**config.mk**
```make
export PLATFORM = sky130hd
export DESIGN_NAME = vtp_cfg
export DESIGN_NICKNAME = d
export VERILOG_FILES = /design/src/sv/assert_macros.svh /design/src/sv/vtp_pkg.sv /design/src/sv/vtp_cfg.sv
export SDC_FILE = /design/constraint.sdc
export NUM_CORES = 1
export LEC_CHECK = 0
export BUFFER_PORTS_ARGS = -buffer_cell sky130_fd_sc_hd__buf_2
export CORE_ASPECT_RATIO = 1.5
export CORE_UTILIZATION = 43
export DETAILED_ROUTE_END_ITERATION = 6
export PLACE_DENSITY = 0.77
export SETUP_SLACK_MARGIN = 0.3
export SLEW_MARGIN = 20
export SYNTH_ARGS = -nofsm -noshare
export SYNTH_HDL_FRONTEND = slang
export SYNTH_SLANG_ARGS = --single-unit
```
**constraint.sdc**
```tcl
create_clock -name clk -period 3 [get_ports clk]
set_input_delay 0.15 -clock clk [delete_from_list [all_inputs] [get_ports clk]]
set_output_delay 0.15 -clock clk [all_outputs]
set_load 0.005 [all_outputs]
```
**src/sv/assert_macros.svh**
```systemverilog
// ----------------------------------------------------------------------------
// Assertion macros
// Shared concurrent assertion helpers for the vertex transform block.
// ----------------------------------------------------------------------------
`ifndef ASSERT_MACROS_SVH
`define ASSERT_MACROS_SVH

// Same-cycle implication, sampled on clk and disabled during reset.
`define VTP_ASSERT_IMP(lbl, ante, cons) \
  lbl: assert property (@(posedge clk) disable iff (!rst_n) (ante) |-> (cons)) \
    else $error("vertex transform assertion failed");

// Next-cycle implication, sampled on clk and disabled during reset.
`define VTP_ASSERT_NXT(lbl, ante, cons) \
  lbl: assert property (@(posedge clk) disable iff (!rst_n) (ante) |=> (cons)) \
    else $error("vertex transform assertion failed");

`endif

```
**src/sv/vtp_pkg.sv**
```systemverilog
// ----------------------------------------------------------------------------
// vtp_pkg
// Shared widths, configuration and sideband types of the vertex transform.
// ----------------------------------------------------------------------------
package vtp_pkg;

  localparam int PT_W   = 16;
  localparam int TX_W   = 17;
  localparam int PROD_W = 33;
  localparam int DOT_W  = 35;
  localparam int D_W    = 36;
  localparam int DEN_W  = 37;
  localparam int MAG_W  = 34;
  localparam int MT_W   = 24;
  localparam int NUM_W  = 58;
  localparam int MD_W   = 36;
  localparam int Q_W    = 60;
  localparam int CL_W   = 38;
  localparam int ZM_W   = 47;
  localparam int OUT_W  = 32;
  localparam int DIV_N  = NUM_W;

  localparam logic [2:0] REG_ROW_X     = 3'd0;
  localparam logic [2:0] REG_ROW_Y     = 3'd1;
  localparam logic [2:0] REG_ROW_DEPTH = 3'd2;
  localparam logic [2:0] REG_CENTER_X  = 3'd3;
  localparam logic [2:0] REG_CENTER_Y  = 3'd4;
  localparam logic [2:0] REG_CENTER_Z  = 3'd5;
  localparam logic [2:0] REG_ZOOM      = 3'd6;

  typedef struct packed {
    logic [63:0] row_x;
    logic [63:0] row_y;
    logic [63:0] row_depth;
    logic [15:0] center_x;
    logic [15:0] center_y;
    logic [15:0] center_z;
    logic [7:0]  zoom;
  } cfg_t;

  typedef struct packed {
    logic              err;
    logic              neg_x;
    logic              neg_y;
    logic [OUT_W-1:0]  depth;
  } side_t;

endpackage

```
**src/sv/vtp_cfg.sv**
```systemverilog
// ----------------------------------------------------------------------------
// vtp_cfg
// Configuration register file behind the APB-style port.
// ----------------------------------------------------------------------------
module vtp_cfg (
  input  logic          clk,
  input  logic          rst_n,
  input  logic          psel,
  input  logic          penable,
  input  logic          pwrite,
  input  logic [5:0]    paddr,
  input  logic [63:0]   pwdata,
  output logic [63:0]   prdata,
  output vtp_pkg::cfg_t cfg
);
  import vtp_pkg::*;

  cfg_t        cfg_r;
  logic        wr_en;
  logic [2:0]  idx;

  assign idx   = paddr[5:3];
  assign wr_en = psel && penable && pwrite;
  assign cfg   = cfg_r;

  always_ff @(posedge clk) begin
    if (!rst_n) begin
      cfg_r <= '{row_x: '0, row_y: '0, row_depth: '0, center_x: '0, center_y: '0,
                 center_z: '0, zoom: 8'd1};
    end else if (wr_en) begin
      case (idx)
        REG_ROW_X:     cfg_r.row_x     <= pwdata;
        REG_ROW_Y:     cfg_r.row_y     <= pwdata;
        REG_ROW_DEPTH: cfg_r.row_depth <= pwdata;
        REG_CENTER_X:  cfg_r.center_x  <= pwdata[15:0];
        REG_CENTER_Y:  cfg_r.center_y  <= pwdata[15:0];
        REG_CENTER_Z:  cfg_r.center_z  <= pwdata[15:0];
        REG_ZOOM:      cfg_r.zoom      <= pwdata[7:0];
        default: ;
      endcase
    end
  end

  always_comb begin
    case (idx)
      REG_ROW_X:     prdata = cfg_r.row_x;
      REG_ROW_Y:     prdata = cfg_r.row_y;
      REG_ROW_DEPTH: prdata = cfg_r.row_depth;
      REG_CENTER_X:  prdata = {48'd0, cfg_r.center_x};
      REG_CENTER_Y:  prdata = {48'd0, cfg_r.center_y};
      REG_CENTER_Z:  prdata = {48'd0, cfg_r.center_z};
      REG_ZOOM:      prdata = {56'd0, cfg_r.zoom};
      default:       prdata = '0;
    endcase
  end

endmodule

```
==> key figures <==
Route
  – DRT iter0 DRCs: 550
  – Antenna-violating nets left: 0
  – Routed len/inst: 19.2 µm
  – Via Count: 10200
  – WL final: 36400 µm
  – Routed vias/inst: 5.39
  – Drt pass-1 iters: 5
  – DRC errors left: 0

Layout
  – Max FFs per register: 248
  – Share of cells above drive strength 1: 0.300
  – # diodes: 0
  – Fin nets: 1627
  – Fin cells: 1898
  – FILL cells: 2225
  – Area grow syn2layout: 29.8%

Pwr
  – Sw Share: 0.234
  – Clk pwr share: 0.440
  – Int Power: 5.27 mW
  – Peak VDD IR: 0.000399 V
  – Combinational power share: 0.075
  – Total leakage power: 6.47 nW
  – Net switching power: 1.61 mW
  – Power Density: 473 mW/mm²
  – Part of the power in registers: 0.485

Worst hold path
  – Hold Crit Class: in -> reg
  – Worst Hold Path Cells: 3

Synth
  – Top FF cell, synth: dfxtp_1
  – Post-synth EDFFs: 0
  – Synth Instances: 1163
  – Post-synthesis cell area: 0.0112 mm²
  – Post-synthesis sequential area ratio: 0.443
  – Synth warn: 0
  – Synth unique cells: 34
  – Ys async rst share: 0
  – Synthesized flop and latch total: 248
  – Avg Cell Area, Syn: 9.63 µm²
  – Post-Syn Nets: 1238

STA
  – Max-slew violations: 0
  – Worst Max-Slew Pin Slew: 1.02 ns
  – FMAX: 426 MHz
  – Period minus WS final: 2.35 ns
  – # setup viols final: 0
  – Slew HR: 0.322
  – Final-report hold violation count: 0
  – RSZ-0062 raised after global routing: false
  – Clock Skews: 0 ns
  – Setup_tns: 0 ns
  – Worst hold slack: 0.0255 ns
  – Period utilization: 0.782

Place
  – DP HPWL: 24100 µm
  – Post-Place Cells: 1809
  – Placer Congestion: 0.805
  – PortBufs: 383

Global routing
  – First-pass GRT wire length: 54200 µm
  – Vias in the first global route: 10200
  – Antenna violations before repair: 0
  – Largest net degree at the start of global routing: 96
  – Total congestion overflow: 0
  – Gr usage total: 0.256

Clocking
  – CTS tree: built
  – Bufs on Longest Clock Path: 3
  – Clock buffer count from CTS: 25
  – Clk sinks: 248
  – Root Driver: clkbuf_16
  – Clock transition at the registers of the reported paths: 0.07 ns
  – H-tree depth: 1
  – Worst-skew pair later-pin latency: 0.51 ns
  – Post-CTS Setup Inserts: 0

Setup path
  – CP arrival: 2.20 ns
  – Req. time, crit path: 2.85 ns
  – CP startpoint kind: primary input
  – Crit. End Element: output pin
  – Critical Path Fanout Max: 31
  – Crit Path Class: in -> out
  – Reg2reg path depth: 2

Die
  – I/O pin count: 387
  – Row count: 72
  – DIE AREA: 0.0267 mm²
  – Die height: 200 µm
  – Die width: 134 µm
  – Core area: 0.0257 mm²
  – Initial Util: 0.436

Job
  – Max-cap viol count: 0

Status
  – Status: finished clean
[final timing paths]
path           endpoint       start  slack (ns)
max          prdata[51]    paddr[3]        0.65
min            cfg[198]  pwdata[14]        0.03
max reg2reg    cfg[245]    cfg[245]        2.26
min reg2reg    cfg[211]    cfg[211]        0.47
[synth_stat cells (all sizes together) (2+ instances only)]
master	count	area [µm²]
nand3	6	30.0
nand2	321	1200
o32ai	6	52.6
mux2i	311	3110
nor3	2	26.3
a2bb2oi	48	420
o21ai	3	15.0
nor2	55	248
dfxtp	248	4960
o211ai	6	45.0
clkbuf	44	165
nor2b	5	31.3
nand4	3	33.8
o2bb2ai	6	52.6
a22oi	6	45.0
buf	49	368
a211o	6	52.6
inv	9	33.8
mux2	16	180
nand2b	2	12.5
a32oi	6	52.6
[what timing repair did]
item	CTS	global route
endpoints found under the hold margin	145	0
hold buffers	49	0
resized for setup	0	0
[layout by cell type, fill, tap and decap left out, drive strengths merged, types with 2 or more instances in the layout]
master	n
buf	405
nand2	321
mux2i	311
dfxtp	248
nor2	55
dlygate4sd3	49
a2bb2oi	48
clkbuf	36
mux2	16
inv	10
o2bb2ai	6
o32ai	6
a211o	6
a22oi	6
nand3	6
a32oi	6
o211ai	6
nor2b	5
o21ai	3
nand4	3
nand2b	2
nor3	2
clkinv	2
[metrics by stage]
step | power, mW | setup WS, ns | utilization | instance area (µm²)
floorplan | 3.69 | 1.71 | - | 11200
global placement | 3.86 | 0.695 | 0.517 | 13300
detailed placement | 3.87 | 0.671 | 0.517 | 13300
CTS | 6.93 | 0.663 | 0.566 | 14500
global route | 7.10 | 0.570 | 0.566 | 14500
finish | 6.88 | 0.653 | 0.566 | 14500
[cells by family after synthesis]
| logic type | after synthesis | share of synthesized area |
|---|---|---|
| simple gates | 398 | 0.146 |
| buf+inv | 102 | 0.0506 |
| flops | 248 | 0.443 |
| compound gates | 88 | 0.0665 |
| mux | 327 | 0.294 |
[per-layer routing]
layer,GRT usage,share of wire,up-vias
met3,0.0459,0.066,124
met1,0.272,0.38,4895
met5,0,0,-
met4,0.152,0.053,0
met2,0.469,0.50,443
li1,-,-,4767
[worst max-delay path: stages]
cell and delay, ns:
buf_4 0.31, nor2b_4 0.90, buf_4 0.42, a2bb2oi_1 0.15
nor2_1 0.11, buf_2 0.12
[final cells by class]
cell class                      count  area (µm²)  area share
Inverter                            9        33.8     0.00232
Clock inverter                      5        56.3     0.00387
Multi-Input combinational cell    813        5680       0.391
Clock buffer                       35         723      0.0497
Sequential cell                   248        4960       0.342
Tap cell                          333         417      0.0287
Timing Repair Buffer              455        2660       0.183
[power groups by stage]
stage / clock, mW / combinational [mW] / sequential [mW]
finish: 3.03 / 0.516 / 3.34
global route: 3.21 / 0.547 / 3.34
detailed placement: 0 / 0.458 / 3.41
floorplan: 0 / 0.283 / 3.41
global placement: 0 / 0.451 / 3.41
CTS: 3.08 / 0.511 / 3.34
(Power assumes the default switching activity.)
