File: config.mk
export PLATFORM = sky130hd
export DESIGN_NAME = vtp_back
export DESIGN_NICKNAME = d
export VERILOG_FILES = /design/src/sv/assert_macros.svh /design/src/sv/vtp_pkg.sv /design/src/sv/vtp_back.sv
export SDC_FILE = /design/constraint.sdc
export NUM_CORES = 2
export LEC_CHECK = 0
export BUFFER_PORTS_ARGS = -buffer_cell sky130_fd_sc_hd__buf_2
export CAP_MARGIN = 40
export CORE_ASPECT_RATIO = 0.5
export CORE_MARGIN = 3
export CORE_UTILIZATION = 51
export CTS_CLUSTER_DIAMETER = 100
export DETAILED_ROUTE_END_ITERATION = 12
export GPL_TIMING_DRIVEN = 0
export PLACE_DENSITY = 0.81
export SYNTH_ARGS = -nofsm -noshare
export SYNTH_HDL_FRONTEND = slang
export SYNTH_SLANG_ARGS = --single-unit
File: constraint.sdc
create_clock -name clk -period 11.81 [get_ports clk]
set_input_delay 0 -clock clk [delete_from_list [all_inputs] [get_ports clk]]
set_output_delay 0 -clock clk [all_outputs]
set_load 0.005 [all_outputs]
File: src/sv/assert_macros.svh
// ----------------------------------------------------------------------------
// Assertion macros
// Shared concurrent assertion helpers for the vertex transform block.
// ----------------------------------------------------------------------------
`ifndef ASSERT_MACROS_SVH
`define ASSERT_MACROS_SVH

// Same-cycle implication, sampled on clk and disabled during reset.
`define VTP_ASSERT_IMP(lbl, ante, cons) \
  lbl: assert property (@(posedge clk) disable iff (!rst_n) (ante) |-> (cons)) \
    else $error("vertex transform assertion failed");

// Next-cycle implication, sampled on clk and disabled during reset.
`define VTP_ASSERT_NXT(lbl, ante, cons) \
  lbl: assert property (@(posedge clk) disable iff (!rst_n) (ante) |=> (cons)) \
    else $error("vertex transform assertion failed");

`endif

File: src/sv/vtp_pkg.sv
// ----------------------------------------------------------------------------
// vtp_pkg
// Shared widths, configuration and sideband types of the vertex transform.
// ----------------------------------------------------------------------------
package vtp_pkg;

  localparam int PT_W   = 16;
  localparam int TX_W   = 17;
  localparam int PROD_W = 33;
  localparam int DOT_W  = 35;
  localparam int D_W    = 36;
  localparam int DEN_W  = 37;
  localparam int MAG_W  = 34;
  localparam int MT_W   = 24;
  localparam int NUM_W  = 58;
  localparam int MD_W   = 36;
  localparam int Q_W    = 60;
  localparam int CL_W   = 38;
  localparam int ZM_W   = 47;
  localparam int OUT_W  = 32;
  localparam int DIV_N  = NUM_W;

  localparam logic [2:0] REG_ROW_X     = 3'd0;
  localparam logic [2:0] REG_ROW_Y     = 3'd1;
  localparam logic [2:0] REG_ROW_DEPTH = 3'd2;
  localparam logic [2:0] REG_CENTER_X  = 3'd3;
  localparam logic [2:0] REG_CENTER_Y  = 3'd4;
  localparam logic [2:0] REG_CENTER_Z  = 3'd5;
  localparam logic [2:0] REG_ZOOM      = 3'd6;

  typedef struct packed {
    logic [63:0] row_x;
    logic [63:0] row_y;
    logic [63:0] row_depth;
    logic [15:0] center_x;
    logic [15:0] center_y;
    logic [15:0] center_z;
    logic [7:0]  zoom;
  } cfg_t;

  typedef struct packed {
    logic              err;
    logic              neg_x;
    logic              neg_y;
    logic [OUT_W-1:0]  depth;
  } side_t;

endpackage

File: src/sv/vtp_back.sv
// ----------------------------------------------------------------------------
// vtp_back
// Sign, translation, clamp, zoom, Q28.4 saturation and the output register.
// ----------------------------------------------------------------------------
module vtp_back (
  input  logic                        clk,
  input  logic                        rst_n,
  input  logic                        ce,
  input  vtp_pkg::cfg_t               cfg,
  input  logic                        in_valid,
  input  vtp_pkg::side_t              in_side,
  input  logic [vtp_pkg::NUM_W-1:0]   quo_x,
  input  logic [vtp_pkg::NUM_W-1:0]   quo_y,
  output logic                        out_valid,
  output logic [3*vtp_pkg::OUT_W-1:0] out_data,
  output logic                        out_err
);
  import vtp_pkg::*;

  localparam logic signed [Q_W-1:0]   PRE_POS = 60'sd68719476736;
  localparam logic signed [Q_W-1:0]   PRE_NEG = -60'sd68719476736;
  localparam logic signed [OUT_W-1:0] O_MAX   = 32'sh7fffffff;
  localparam logic signed [OUT_W-1:0] O_MIN   = 32'sh80000000;

  function automatic logic signed [CL_W-1:0] clamp_sum(
    input logic [NUM_W-1:0] q, input logic neg, input logic [15:0] tr);
    logic signed [Q_W-1:0] qs, s;
    qs = neg ? -$signed(Q_W'(q)) : $signed(Q_W'(q));
    s  = qs + Q_W'($signed({tr, 8'd0}));
    if (s > PRE_POS) s = PRE_POS;
    if (s < PRE_NEG) s = PRE_NEG;
    return s[CL_W-1:0];
  endfunction

  function automatic logic signed [OUT_W-1:0] sat_q8(input logic signed [ZM_W-1:0] m);
    logic signed [ZM_W-5:0] sh;
    sh = m[ZM_W-1:4];
    if (sh > (ZM_W-4)'(O_MAX)) return O_MAX;
    if (sh < (ZM_W-4)'(O_MIN)) return O_MIN;
    return sh[OUT_W-1:0];
  endfunction

  logic [2:0]               v_r;
  side_t                    s1_r, s2_r;
  logic signed [CL_W-1:0]   cx_r, cy_r;
  logic signed [ZM_W-1:0]   mx_r, my_r;
  logic [3*OUT_W-1:0]       data_r;
  logic                     err_r;

  always_ff @(posedge clk) begin
    if (!rst_n) begin
      v_r <= '0;
    end else if (ce) begin
      v_r <= {v_r[1:0], in_valid};
    end
  end

  always_ff @(posedge clk) begin
    if (ce) begin
      s1_r <= in_side;
      cx_r <= clamp_sum(quo_x, in_side.neg_x, cfg.row_x[63:48]);
      cy_r <= clamp_sum(quo_y, in_side.neg_y, cfg.row_y[63:48]);
      s2_r <= s1_r;
      mx_r <= ZM_W'(cx_r) * ZM_W'($signed({1'b0, cfg.zoom}));
      my_r <= ZM_W'(cy_r) * ZM_W'($signed({1'b0, cfg.zoom}));
      err_r <= s2_r.err;
      data_r[OUT_W-1:0]       <= s2_r.err ? (s2_r.neg_x ? O_MIN : O_MAX) : sat_q8(mx_r);
      data_r[2*OUT_W-1:OUT_W] <= s2_r.err ? (s2_r.neg_y ? O_MIN : O_MAX) : sat_q8(my_r);
      data_r[3*OUT_W-1:2*OUT_W] <= s2_r.depth;
    end
  end

  assign out_valid = v_r[2];
  assign out_data  = data_r;
  assign out_err   = err_r;

endmodule

==> results.cfg <==
[cts]
clk_pin_slew_ns = 0.08
hold_buffers = 54
cts_tree = yes
root_buffer = clkbuf_16
postCtsSetupRepairBufs = 0
clk_path_buf_depth = 3
cts_htree_levels = 2
clock_latency_ns = 0.58
cts_sinks = 332
cts_made_buffers = 35
ctsResizeCount = 0

[power_and_ir_drop]
irDropWorstVdd_uv = 155
power_uw = 8980
p_leak_uw = 0.0210
power_density_nw_per_um2 = 193

[grt]
first_global_vias = 35065
antenna_found_initial = 18
grt_max_degree = 124
grt_first_pass_wirelength_mm = 187
grt_use_total_pct = 27.2
grt_overflow_total = 0

[placed_design]
io_buffer_count = 281
hpwl_mm = 95.6
placed_cell_area_um2 = 44800
dp.cells = 5911
finalWeightedCongestion = 0.963

[sta]
relSlewSlack_pct = 31.7
finalCriticalPeriod_ns = 7.86
fin_skew_ns = 0.0302
rsz0062_at_grt = no
fin_setup_tns_ns = 0
finalHoldViolCount = 0
drv_slew = 0
worst_pin_slew_ns = 1.02
max_freq_mhz = 127
setup_viol = 0
fin_crit_sh_pct = 66.6

[floorplan]
initial_utilization_pct = 52.1
rows = 73
io_pins = 501
die_y_um = 209
core_area_um2 = 80400
die_area_um2 = 85800
die_x_um = 411

[critical_path]
endpoint_kind = flop
cp.required_ns = 12.21
critPathMaxFanout = 10
cp-start-kind = input port
setup.worst_path.class = input port to flop
arrival_ns = 8.27
reg2reg_slack_ns = 5.00

[synthesis]
synth_top_area_share_pct = 23.6
ys_ff_latch = 332
synth_largest_area_cell = edfxtp_1
synth_area_um2 = 41900
async_reset_ff_share_pct = 0
seq_area_frac_synth_pct = 23.7
synth_nets = 5708
synthCells = 4535
ys_top_cells_by_area = edfxtp_1 (24%), fa_1 (22%), ha_1 (9.0%), and2_1 (6.1%), inv_1 (5.6%)
syn_avg_cell_area_um2 = 9.23
synth_edf_count = 329
synth.distinct_cells = 87
synth_flop_cell = edfxtp_1
ys_warn_count = 0

[cells_and_area]
syn_to_final_growth_pct = 11.0
fin_cells = 6036
design_area_um2 = 46500
nets = 6088
drive_above_1_share_pct = 7.87

[detailed_routing]
wl_met3_mm = 10.3
viasPerCell = 5.76
dr_total_vias = 34765
drtIter0Drc = 2885
ant_nets = 0
wl_mm = 116
met1Wirelength_mm = 51.2
top_layer = met5
wl_met2_mm = 52.1
wl_per_cell_um = 19.3
route.detailed.drc = 0
firstDrtPassIters = 8

[flow_run]
max_cap_viol_count = 0

[run_status]
outcome = completed

[hold_path]
hp-class = input port to flop
## cell usage after synthesis (23+ instances only)
cell type	count
inv_1	626
fa_1	470
and2_1	406
nand2_1	405
edfxtp_1	329
ha_1	300
nor2_1	261
a21oi_1	218
xnor2_1	199
o21ai_0	195
clkbuf_1	150
a21o_1	106
nand4_1	66
xor2_1	65
nand3_1	64
nor3_1	49
nor2b_1	43
o31ai_1	42
or3_1	38
a211oi_1	31
and3_1	30
o21ai_1	29
nor4_1	26
or4_1	26
nand2b_1	25
o211ai_1	25
o21a_1	25
a31oi_1	24
o21bai_1	23
## worst paths after layout
check	end	startpoint	cells after the start
max	cy_r[15]$_SDFFCE_PP0P_	quo_y[3]	25
min	cx_r[3]$_SDFFCE_PP0P_	quo_x[3]	3
max reg2reg	mx_r[44]$_DFFE_PP_	cx_r[11]$_SDFFCE_PP0P_	20
min reg2reg	s2_r[22]$_DFFE_PP_	s1_r[22]$_DFFE_PP_	0
## sequential cells by signal, indices dropped and copies added (netlist names)
signal and count:
cx_r 38, cy_r 38, s1_r 35, out_data 96, my_r 43, s2_r 35
mx_r 43, out_err 1, v_r 3
## metrics by stage
| stage | worst slack (ns) | utilization [%] | hold WS [ns] |
|---|---|---|---|
| 3_3_place_gp | 3.72 | 55.5 | 0.177 |
| 5_1_grt | 3.56 | 57.8 | 0.0512 |
| 2_1_floorplan | 5.85 | - | 0.0989 |
| 3_5_place_dp | 3.94 | 55.7 | 0.178 |
| 4_1_cts | 4.28 | 57.8 | 0.00910 |
| 6_report | 3.95 | 57.8 | 0.0518 |
## cell usage in the layout (no fill, tap or decap), types with 11 or more instances in the layout
| cell type | n |
|---|---|
| or2_2 | 18 |
| nor2_1 | 261 |
| a21o_1 | 106 |
| a211oi_1 | 31 |
| nand3_1 | 64 |
| nand4_1 | 66 |
| o21ai_0 | 195 |
| nand2_1 | 405 |
| a31oi_1 | 24 |
| inv_1 | 626 |
| nand2b_1 | 25 |
| edfxtp_1 | 329 |
| o21a_1 | 25 |
| nor3b_1 | 11 |
| xnor2_1 | 199 |
| mux2i_1 | 11 |
| clkbuf_1 | 154 |
| and3_1 | 30 |
| and2_1 | 406 |
| fa_1 | 470 |
| a21oi_1 | 218 |
| o21bai_1 | 23 |
| buf_2 | 282 |
| o21ai_1 | 29 |
| nor3_1 | 49 |
| clkbuf_16 | 35 |
| xor2_1 | 65 |
| ha_1 | 300 |
| nor2b_1 | 43 |
| o211ai_1 | 25 |
| nor4_1 | 26 |
| dlygate4sd3_1 | 54 |
| or3_1 | 38 |
| or4_1 | 26 |
| o31ai_1 | 42 |
| o41ai_1 | 22 |
## layer usage
metal | vias to the layer above | track usage, %
met1 | 17144 | 38.4
met2 | 1358 | 43.2
met3 | 188 | 5.54
met5 | - | 0
met4 | 12 | 6.27
li1 | 16063 | -
## power breakdown
| group | internal, µW | switching, µW | leakage [µW] | total, µW |
|---|---|---|---|---|
| combinational | 2450 | 3470 | 0.0172 | 5920 |
| sequential | 1840 | 123 | 0.00324 | 1970 |
| clock | 604 | 488 | 0.000548 | 1090 |
## kinds of logic (layout without fill, tap and decap cells)
group	Yosys count	after routing	share of synthesized area, %
other cells	0	7	0
fa+ha+maj	770	770	31.4
simple gates	1509	1509	18.6
xor+xnor	265	265	5.56
flops	332	332	23.7
mux	16	16	0.397
compound gates	856	856	13.2
buf+inv	787	1194	7.11
## worst max-delay path, cell delays in order
cell and delay (ns):
dlygate4sd3_1 0.53, buf_2 0.15, nor3_1 0.32, nor4b_1 0.54, clkdlybuf4s15_2 0.36, nand4_1 0.33
or3_1 0.52, o41ai_1 0.34, xnor2_1 0.12, ha_1 0.28, buf_1 0.36, nand4_1 0.23
nor4_1 0.55, clkdlybuf4s15_2 0.33, nor3_1 0.06, a211oi_1 0.29, o41ai_1 0.19, mux2i_1 0.16
nor3_1 0.47, nor4bb_1 0.35, nand4_1 0.12, nor4_1 0.78, a31oi_1 0.35, clkbuf_1 0.31
nor2b_1 0.18
## final cells by class
class / instances / area [µm²]
multi-input cells: 3416 / 29000
fillers: 6900 / 33900
clock buffers: 39 / 891
inverters: 628 / 2360
repair buffers: 343 / 2100
flip-flops and latches: 332 / 9940
well taps: 1087 / 1360
diodes: 7 / 17.5
clock inverters: 25 / 246
plain buffers: 159 / 622
(Power assumes the default switching activity.)
